[src/rtl/adcsc_pkg.sv]
// adcsc_pkg: types, codes and constants of the converter sample scaler
// used by adcsc_div, the top level and the checker; no dependencies

package adcsc_pkg;

  localparam int unsigned CHANNELS_DEF = 2;

  localparam int unsigned RAW_W  = 24;
  localparam int unsigned V_W    = 25;
  localparam int unsigned COEF_W = 32;
  localparam int unsigned TOFF_W = 19;
  localparam int unsigned DIFF_W = 33;
  localparam int unsigned K_W    = 14;
  localparam int unsigned PROD_W = DIFF_W + K_W;
  localparam int unsigned NUM_W  = 46;
  localparam int unsigned DEN_W  = 32;

  localparam int unsigned S_TDATA_W = 120;
  localparam int unsigned S_TUSER_W = 3;
  localparam int unsigned M_TDATA_W = 32;
  localparam int unsigned M_TUSER_W = 4;

  localparam logic signed [V_W-1:0]    RAW_BIAS     = 25'sh7FFFFF;
  localparam logic signed [K_W-1:0]    SCALE_GAIN   = 14'sd6000;
  localparam logic signed [K_W-1:0]    TEMP_GAIN    = 14'sd872;
  localparam logic signed [DEN_W-1:0]  TEMP_DIV     = 32'sd100000;
  localparam logic signed [COEF_W-1:0] TEMP_BIAS    = 32'sd30647;
  localparam logic signed [COEF_W-1:0] SLOPE_RESET  = 32'sd4256000;
  localparam logic signed [COEF_W-1:0] OFFSET_RESET = 32'sh50000;

  typedef enum logic [1:0] {
    KIND_SAMPLE = 2'd0,
    KIND_TEMP   = 2'd1,
    KIND_CAL    = 2'd2,
    KIND_LOAD   = 2'd3
  } kind_e;

  typedef enum logic [2:0] {
    ST_OK      = 3'd0,
    ST_DIV0    = 3'd1,
    ST_SAT     = 3'd2,
    ST_IGNORED = 3'd3,
    ST_FAULT   = 3'd4
  } status_e;

  typedef enum logic {
    REG_FAULT = 1'b0,
    REG_TOFFS = 1'b1
  } reg_e;

  typedef enum logic [2:0] {
    S_IDLE,
    S_PREP,
    S_MUL,
    S_START,
    S_DIV,
    S_POST,
    S_FIN
  } state_e;

endpackage

[src/rtl/adc_sample_calibration_scaler_top.sv]
// adc_sample_calibration_scaler_top: converter sample scaler with per-channel calibration
// depends on adcsc_pkg and adcsc_div
//
// channel   dir  handshake                 payload
// s_axis    in   tvalid/tready             tdata raw/ref/slope/offset, tuser kind/channel
// m_axis    out  tvalid/tready             tdata value, tuser channel/status
// apb       in   psel/penable/pready       device_fault at 0x0, temp_offset at 0x4
//
// samples, temperature and calibration with a reference use the multiplier and divider;
// the shared divider retires two quotient bits a cycle over 23 steps
// load, zero calibration, zero slope and device fault beats skip the multiply and divide
// one item in flight; a new beat is taken while a finished result waits on m_axis
// reset returns the coefficients to their defaults at once, no clearing pass

module adc_sample_calibration_scaler_top import adcsc_pkg::*; #(
  parameter int unsigned CHANNELS = CHANNELS_DEF
) (
  input  logic                 clk_i,
  input  logic                 rst_ni,
  input  logic                 s_axis_tvalid,
  output logic                 s_axis_tready,
  // raw_sample[23:0], reference_value[55:24], load_slope[87:56], load_offset[119:88]
  input  logic [S_TDATA_W-1:0] s_axis_tdata,
  // kind[1:0], channel[2]
  input  logic [S_TUSER_W-1:0] s_axis_tuser,
  output logic                 m_axis_tvalid,
  input  logic                 m_axis_tready,
  // value[31:0]
  output logic [M_TDATA_W-1:0] m_axis_tdata,
  // out_channel[0], status[3:1]
  output logic [M_TUSER_W-1:0] m_axis_tuser,
  input  logic                 psel,
  input  logic                 penable,
  input  logic                 pwrite,
  input  logic [2:0]           paddr,
  input  logic [31:0]          pwdata,
  output logic [31:0]          prdata,
  output logic                 pready
);

  localparam int unsigned IDX_W = (CHANNELS > 1) ? $clog2(CHANNELS) : 1;
  localparam logic signed [PROD_W-1:0] SAT_MAX = PROD_W'(64'sh7FFFFFFF);
  localparam logic signed [PROD_W-1:0] SAT_MIN = -PROD_W'(64'sh80000000);

  state_e state_q, state_d;

  logic                     fault_q;
  logic signed [TOFF_W-1:0] toff_q;

  logic signed [COEF_W-1:0] slope_q [CHANNELS];
  logic signed [COEF_W-1:0] offs_q  [CHANNELS];

  kind_e                    kind_q;
  logic                     ch_q;
  logic [IDX_W-1:0]         idx;
  logic signed [V_W-1:0]    v_q, v_d;
  logic signed [COEF_W-1:0] ref_q, lslope_q, loffs_q;
  logic signed [DIFF_W-1:0] diff_q, diff_d;
  logic signed [DEN_W-1:0]  den_q, den_d;
  logic signed [PROD_W-1:0] num_q, prod;
  logic signed [K_W-1:0]    gain;
  logic                     neg_q;

  logic                     direct;
  logic signed [COEF_W-1:0] res_q, res_d, direct_res;
  status_e                  status_q, status_d, direct_status;

  logic                     div_start, div_done;
  logic [NUM_W-1:0]         num_mag, quotient;
  logic [DEN_W-1:0]         den_mag;
  logic signed [PROD_W-1:0] q_signed;

  logic                     out_valid_q;
  logic                     out_load;
  logic signed [COEF_W-1:0] out_value_q;
  logic                     out_ch_q;
  status_e                  out_status_q;

  logic                     cfg_we;
  logic [RAW_W-1:0]         raw;

  // configuration port
  assign pready = 1'b1;
  assign cfg_we = psel & penable & pwrite & pready;

  always_ff @(posedge clk_i or negedge rst_ni) begin
    if (!rst_ni) begin
      fault_q <= 1'b0;
      toff_q  <= '0;
    end else if (cfg_we) begin
      unique case (reg_e'(paddr[2]))
        REG_FAULT: fault_q <= pwdata[0];
        REG_TOFFS: toff_q  <= pwdata[TOFF_W-1:0];
      endcase
    end
  end

  always_comb begin
    unique case (reg_e'(paddr[2]))
      REG_FAULT: prdata = {31'd0, fault_q};
      REG_TOFFS: prdata = {{(32 - TOFF_W){1'b0}}, toff_q};
    endcase
  end

  // raw word decode, one off from two's complement
  assign raw = s_axis_tdata[RAW_W-1:0];
  always_comb begin
    if (raw[RAW_W-1]) begin
      v_d = $signed({2'b00, raw[RAW_W-2:0]}) - RAW_BIAS;
    end else begin
      v_d = $signed({1'b0, raw});
    end
  end

  assign idx = (CHANNELS > 1) ? IDX_W'(ch_q) : '0;

  // early results and divider operands
  always_comb begin
    direct        = 1'b0;
    direct_res    = '0;
    direct_status = ST_OK;
    diff_d        = $signed({{(DIFF_W - V_W){v_q[V_W-1]}}, v_q})
                  - $signed({offs_q[idx][COEF_W-1], offs_q[idx]});
    den_d         = slope_q[idx];
    if (fault_q) begin
      direct        = 1'b1;
      direct_status = ST_FAULT;
    end else begin
      unique case (kind_q)
        KIND_SAMPLE: begin
          if (slope_q[idx] == '0) begin
            direct        = 1'b1;
            direct_status = ST_DIV0;
          end
        end
        KIND_TEMP: begin
          diff_d = $signed({{(DIFF_W - V_W){v_q[V_W-1]}}, v_q})
                 + $signed({{(DIFF_W - TOFF_W){toff_q[TOFF_W-1]}}, toff_q});
          den_d  = TEMP_DIV;
        end
        KIND_CAL: begin
          den_d = ref_q;
          if (ref_q == '0) begin
            direct     = 1'b1;
            direct_res = $signed({{(COEF_W - V_W){v_q[V_W-1]}}, v_q});
          end
        end
        KIND_LOAD: begin
          direct = 1'b1;
          if (lslope_q == '0) begin
            direct_status = ST_IGNORED;
          end else begin
            direct_res = lslope_q;
          end
        end
      endcase
    end
  end

  assign gain = (kind_q == KIND_TEMP) ? TEMP_GAIN : SCALE_GAIN;
  assign prod = diff_q * gain;

  assign num_mag = num_q[PROD_W-1] ? NUM_W'(-num_q) : num_q[NUM_W-1:0];
  assign den_mag = den_q[DEN_W-1] ? DEN_W'(-den_q) : den_q;

  adcsc_div u_div (
    .clk_i      (clk_i),
    .rst_ni     (rst_ni),
    .start_i    (div_start),
    .dividend_i (num_mag),
    .divisor_i  (den_mag),
    .done_o     (div_done),
    .quotient_o (quotient)
  );

  // sign, clamp and temperature bias
  always_comb begin
    q_signed = neg_q ? -$signed({1'b0, quotient}) : $signed({1'b0, quotient});
    status_d = ST_OK;
    if (kind_q == KIND_TEMP) begin
      res_d = COEF_W'(q_signed) - TEMP_BIAS;
    end else if (q_signed > SAT_MAX) begin
      res_d    = SAT_MAX[COEF_W-1:0];
      status_d = ST_SAT;
    end else if (q_signed < SAT_MIN) begin
      res_d    = SAT_MIN[COEF_W-1:0];
      status_d = ST_SAT;
    end else begin
      res_d = COEF_W'(q_signed);
    end
  end

  // sequencer
  always_comb begin
    state_d = state_q;
    unique case (state_q)
      S_IDLE:  if (s_axis_tvalid) state_d = S_PREP;
      S_PREP:  state_d = direct ? S_FIN : S_MUL;
      S_MUL:   state_d = S_START;
      S_START: state_d = S_DIV;
      S_DIV:   if (div_done) state_d = S_POST;
      S_POST:  state_d = S_FIN;
      S_FIN:   if (!out_valid_q || m_axis_tready) state_d = S_IDLE;
      default: state_d = S_IDLE;
    endcase
  end

  always_comb begin
    s_axis_tready = 1'b0;
    div_start     = 1'b0;
    out_load      = 1'b0;
    unique case (state_q)
      S_IDLE:  s_axis_tready = 1'b1;
      S_START: div_start     = 1'b1;
      S_FIN:   out_load      = !out_valid_q || m_axis_tready;
      default: ;
    endcase
  end

  always_ff @(posedge clk_i or negedge rst_ni) begin
    if (!rst_ni) begin
      state_q <= S_IDLE;
    end else begin
      state_q <= state_d;
    end
  end

  // coefficient store
  always_ff @(posedge clk_i or negedge rst_ni) begin
    if (!rst_ni) begin
      for (int i = 0; i < CHANNELS; i++) begin
        slope_q[i] <= SLOPE_RESET;
        offs_q[i]  <= OFFSET_RESET;
      end
    end else if (state_q == S_PREP && !fault_q) begin
      if (kind_q == KIND_LOAD && lslope_q != '0) begin
        slope_q[idx] <= lslope_q;
        offs_q[idx]  <= loffs_q;
      end else if (kind_q == KIND_CAL && ref_q == '0) begin
        offs_q[idx] <= direct_res;
      end
    end else if (state_q == S_POST && kind_q == KIND_CAL) begin
      slope_q[idx] <= res_d;
    end
  end

  // item datapath
  always_ff @(posedge clk_i) begin
    unique case (state_q)
      S_IDLE: begin
        if (s_axis_tvalid) begin
          kind_q   <= kind_e'(s_axis_tuser[1:0]);
          ch_q     <= s_axis_tuser[2];
          v_q      <= v_d;
          ref_q    <= s_axis_tdata[55:24];
          lslope_q <= s_axis_tdata[87:56];
          loffs_q  <= s_axis_tdata[119:88];
        end
      end
      S_PREP: begin
        diff_q   <= diff_d;
        den_q    <= den_d;
        res_q    <= direct_res;
        status_q <= direct_status;
      end
      S_MUL:   num_q <= prod;
      S_START: neg_q <= num_q[PROD_W-1] ^ den_q[DEN_W-1];
      S_POST: begin
        res_q    <= res_d;
        status_q <= status_d;
      end
      default: ;
    endcase
  end

  // result register
  always_ff @(posedge clk_i or negedge rst_ni) begin
    if (!rst_ni) begin
      out_valid_q <= 1'b0;
    end else if (out_load) begin
      out_valid_q <= 1'b1;
    end else if (m_axis_tready) begin
      out_valid_q <= 1'b0;
    end
  end

  always_ff @(posedge clk_i) begin
    if (out_load) begin
      out_value_q  <= res_q;
      out_ch_q     <= ch_q;
      out_status_q <= status_q;
    end
  end

  assign m_axis_tvalid = out_valid_q;
  assign m_axis_tdata  = out_value_q;
  assign m_axis_tuser  = {out_status_q, out_ch_q};

endmodule

[src/rtl/adcsc_div.sv]
// adcsc_div: unsigned restoring divider, two quotient bits per cycle
// depends on adcsc_pkg for operand widths

module adcsc_div import adcsc_pkg::*; (
  input  logic             clk_i,
  input  logic             rst_ni,
  input  logic             start_i,
  input  logic [NUM_W-1:0] dividend_i,
  input  logic [DEN_W-1:0] divisor_i,
  output logic             done_o,
  output logic [NUM_W-1:0] quotient_o
);

  localparam int unsigned STEPS = NUM_W / 2;
  localparam int unsigned CNT_W = $clog2(STEPS);
  localparam logic [CNT_W-1:0] LAST = CNT_W'(STEPS - 1);

  logic [NUM_W-1:0] a_q, a_d;
  logic [DEN_W-1:0] r_q, r_d;
  logic [DEN_W-1:0] d_q;
  logic [CNT_W-1:0] cnt_q;
  logic             busy_q, done_q;

  logic [DEN_W:0]   r1, r2;
  logic [DEN_W+1:0] t1, t2;
  logic             b1, b2;
  logic [DEN_W-1:0] r1n;
  logic [NUM_W-1:0] a1;

  always_comb begin
    r1  = {r_q, a_q[NUM_W-1]};
    t1  = {1'b0, r1} - {2'b00, d_q};
    b1  = ~t1[DEN_W+1];
    r1n = b1 ? t1[DEN_W-1:0] : r1[DEN_W-1:0];
    a1  = {a_q[NUM_W-2:0], b1};
    r2  = {r1n, a1[NUM_W-1]};
    t2  = {1'b0, r2} - {2'b00, d_q};
    b2  = ~t2[DEN_W+1];
    r_d = b2 ? t2[DEN_W-1:0] : r2[DEN_W-1:0];
    a_d = {a1[NUM_W-2:0], b2};
  end

  always_ff @(posedge clk_i or negedge rst_ni) begin
    if (!rst_ni) begin
      busy_q <= 1'b0;
      done_q <= 1'b0;
      cnt_q  <= '0;
    end else if (start_i) begin
      busy_q <= 1'b1;
      done_q <= 1'b0;
      cnt_q  <= '0;
    end else if (busy_q) begin
      cnt_q <= cnt_q + 1'b1;
      if (cnt_q == LAST) begin
        busy_q <= 1'b0;
        done_q <= 1'b1;
      end
    end else begin
      done_q <= 1'b0;
    end
  end

  always_ff @(posedge clk_i) begin
    if (start_i) begin
      a_q <= dividend_i;
      r_q <= '0;
      d_q <= divisor_i;
    end else if (busy_q) begin
      a_q <= a_d;
      r_q <= r_d;
    end
  end

  assign done_o     = done_q;
  assign quotient_o = a_q;

endmodule

[config.mk]
export PLATFORM = sky130hd
export DESIGN_NAME = adc_sample_calibration_scaler_top
export DESIGN_NICKNAME = d
export VERILOG_FILES = /design/src/rtl/adcsc_pkg.sv /design/src/rtl/adc_sample_calibration_scaler_top.sv /design/src/rtl/adcsc_div.sv
export SDC_FILE = /design/constraint.sdc
export NUM_CORES = 2
export LEC_CHECK = 0
export ABC_AREA = 1
export ABC_CLOCK_PERIOD_IN_PS = 7000
export BUFFER_PORTS_ARGS = -buffer_cell sky130_fd_sc_hd__buf_2
export CAP_MARGIN = 20
export CELL_PAD_IN_SITES_DETAIL_PLACEMENT = 0
export CELL_PAD_IN_SITES_GLOBAL_PLACEMENT = 1
export CORE_UTILIZATION = 35
export DETAILED_ROUTE_END_ITERATION = 12
export PLACE_DENSITY_LB_ADDON = 0.1
export SETUP_SLACK_MARGIN = 0.02
export SKIP_LAST_GASP = 1
export SLEW_MARGIN = 20
export SYNTH_ARGS = -nofsm -noshare
export SYNTH_HDL_FRONTEND = slang
export SYNTH_SLANG_ARGS = --single-unit
export TNS_END_PERCENT = 50
[constraint.sdc]
create_clock -name clk_i -period 7 [get_ports clk_i]
set_input_delay 1.05 -clock clk_i [delete_from_list [all_inputs] [get_ports clk_i]]
set_output_delay 1.05 -clock clk_i [all_outputs]
set_load 0.02 [all_outputs]
==> impl_metrics.yaml <==
placed_design:
  port_buffers: 206
  dp_hpwl_mm: 125
  place_congestion: 0.885
setup_path:
  critPathLaunchType: "flip-flop"
  reg2reg_slack_ps: 600
  required_ps: 7410
  reg2regPathDepth: 23
  endpoint: "num_q[44]$_DFFE_PP_"
  end_kind: "flip-flop"
  reg2reg_from: "kind_q[0]$_DFFE_PP_"
  reg2reg_to: "num_q[44]$_DFFE_PP_"
  setup.worst_path.start: "kind_q[0]$_DFFE_PP_"
  cp_max_fo: 17
  path_class: "reg2reg"
  critPathArrivalTime_ps: 6800
route:
  vias: 37800
  drc: 0
  via_per_inst: 4.96
  drtPass1Iterations: 6
  routed_wl_mm: 156
  wire_per_inst_um: 20.5
  drtIter0Drc: 2563
  postRouteAntennaNets: 0
floorplan:
  die_h_um: 362
  start_util_pct: 35.4
  die_x_um: 362
  dieArea_sq_um: 131000
  pin_count: 236
  core.rowCount: 131
  placeableCoreArea_sq_um: 128000
grt:
  grtUsageTotal_pct: 23.9
  antenna_found_initial: 4
  grt_pass1_vias: 37700
  grt-ovfl-total: 0
  grt_pass1_wl_mm: 236
  grt_max_degree: 80
clocking:
  cts.sinks: 573
  cts.clk_slew.worst_paths_ps: 60
  cts-resized-gates: 0
  clockBufferDepth: 3
  cts_hold_buf: 0
  cts_max_level: 3
  cts_root_buf: "clkbuf_16"
  post_cts_buffers: 0
  cts-buffers-inserted: 71
  cts_tree: "built"
  insertion_delay_ps: 700
synthesis:
  ys_ff_latch: 573
  synth.largest_area_cell: "edfxtp_1"
  synth_warnings: 0
  synthesis.area_sq_um: 45400
  synthTopCellsByArea: "edfxtp_1 25%, nand2_1 12%, ha_1 9.0%"
  avgSynthCellArea_sq_um: 8.09
  synth-main-ff-cell: "edfxtp_1"
  yosys.area.top_type_share_pct: 25.2
  yosysUniqueCellTypes: 70
  ys_seq_area_share_pct: 35.5
  async_reset_ff_share_pct: 27.7
  synth_cells: 5617
  synth_edf_count: 382
finish:
  drive_above_1_share_pct: 9.23
  area_growth_pct: 12.4
  nets: 6520
  layout_common_cells: "1442 x nand2_1, 781 x inv_1, 403 x nor2_1, 382 x edfxtp_1, 360 x o21ai_0"
  layout_commonest_cell: "nand2_1"
timing:
  worst_clock_skew_ps: 41.9
  rsz0062_at_grt: "false"
  max_freq_mhz: 156
  finalHoldViolations: 0
  slew_headroom_pct: 29.1
  period_share_pct: 91.4
  max_slew.worst_pin.slew_ps: 1050
  tns_ps: 0
  maxSlewViolCount: 0
  finalSetupViolCount: 0
  final.min_clock_period_ps: 6400
flow_run:
  drv_cap: 0
status:
  status: "finished clean"
min_path:
  min-delay-path-class: "reg2reg"
cells in the mapped netlist, drive strengths merged, types with 31 or more instances:
cell type,instances
nand2,1468
inv,789
nor2,426
o21ai,394
edfxtp,382
ha,328
a21oi,320
nand3,291
fa,204
dfrtp,143
clkbuf,116
xor2,104
xnor2,95
nor3,63
nand4,61
buf,51
o21bai,42
or2,41
a31oi,38
dfxtp,32
nor4,31
layer usage:
layer,part of all wire (%),global-route usage (%),vias to the layer above
li1,-,-,18800
met1,49,34.5,18000
met2,44,37.5,777
met3,3.3,2.33,167
met4,3.0,7.43,2
met5,0.0064,0,-
state kept, by name, indices dropped and copies added, names as in the netlist, 24 cells and up:
name              cells
v_q                  24
u_div.quotient_o     46
num_q                44
den_q                32
slope_q              64
u_div.r_q            32
offs_q               64
lslope_q             32
res_q                32
loffs_q              32
u_div.d_q            32
diff_q               33
ref_q                32
m_axis_tdata         32
worst max-delay path: stages, from the launching register on:
cell,delay [ps]
edfxtp_1,440
ha_2,220
buf_4,200
buf_4,230
nor2_1,270
fa_1,470
ha_1,310
fa_1,520
fa_1,530
fa_1,490
ha_1,310
ha_1,400
a21oi_1,160
inv_1,60
a31oi_1,150
o21ai_0,120
or2_2,300
a21oi_1,300
inv_1,70
nand2_1,60
o211ai_1,150
nand2_1,100
nand3_1,80
xor2_1,150
how the worst min path moves through the flow:
stage / start / end / slack (ps) / cells past startpoint
2_1_floorplan: res_q[0]$_DFFE_PP_ / m_axis_tdata[0]$_DFFE_PP_ / 400 / 0
3_3_place_gp: status_q[0]$_SDFFCE_PP0P_ / out_status_q[0]$_DFFE_PP_ / 400 / 0
3_5_place_dp: res_q[21]$_DFFE_PP_ / m_axis_tdata[21]$_DFFE_PP_ / 400 / 0
4_1_cts: res_q[31]$_DFFE_PP_ / m_axis_tdata[31]$_DFFE_PP_ / 420 / 0
5_1_grt: res_q[21]$_DFFE_PP_ / m_axis_tdata[21]$_DFFE_PP_ / 420 / 0
6_report: res_q[25]$_DFFE_PP_ / m_axis_tdata[25]$_DFFE_PP_ / 420 / 0
layout make-up:
type                            instances  area [sq um]
Antenna cell                            5          12.5
Clock buffer                           83          1850
Clock inverter                         49           678
Fill cell                           13500         77100
Inverter                              790          2970
Multi-Input combinational cell       4131         25900
Sequential cell                       573         16100
Tap cell                             1729          2160
Timing Repair Buffer                  256          1450
stage by stage:
| step | utilization [%] | cell area [sq um] | setup WS [ps] | hold WS (ps) | cells |
|---|---|---|---|---|---|
| after floorplan | - | 45600 | 107 | 400 | 5661 |
| after global placement | 37.8 | 48500 | 566 | 404 | 7477 |
| after detailed placement | 37.8 | 48500 | 577 | 405 | 7477 |
| after CTS | 39.8 | 51000 | 505 | 418 | 7609 |
| final | 39.9 | 51100 | 604 | 418 | 7616 |
| after global routing | 39.9 | 51100 | 223 | 422 | 7614 |
cell families after synthesis:
logic type / after synthesis / share of synthesized area [%]
buffers and inverters: 957 / 8.19
DFF: 573 / 35.5
xor gates and xnor gates: 199 / 3.85
AOI/OAI and AO/OA: 891 / 10.8
adders and majority gates: 532 / 18.0
muxes: 49 / 1.13
and+or+nand+nor: 2414 / 22.6
other: 2 / 0.0165
Power is not shown: default switching activity piles up to over one toggle a cycle in this logic, so the estimate is an artifact.
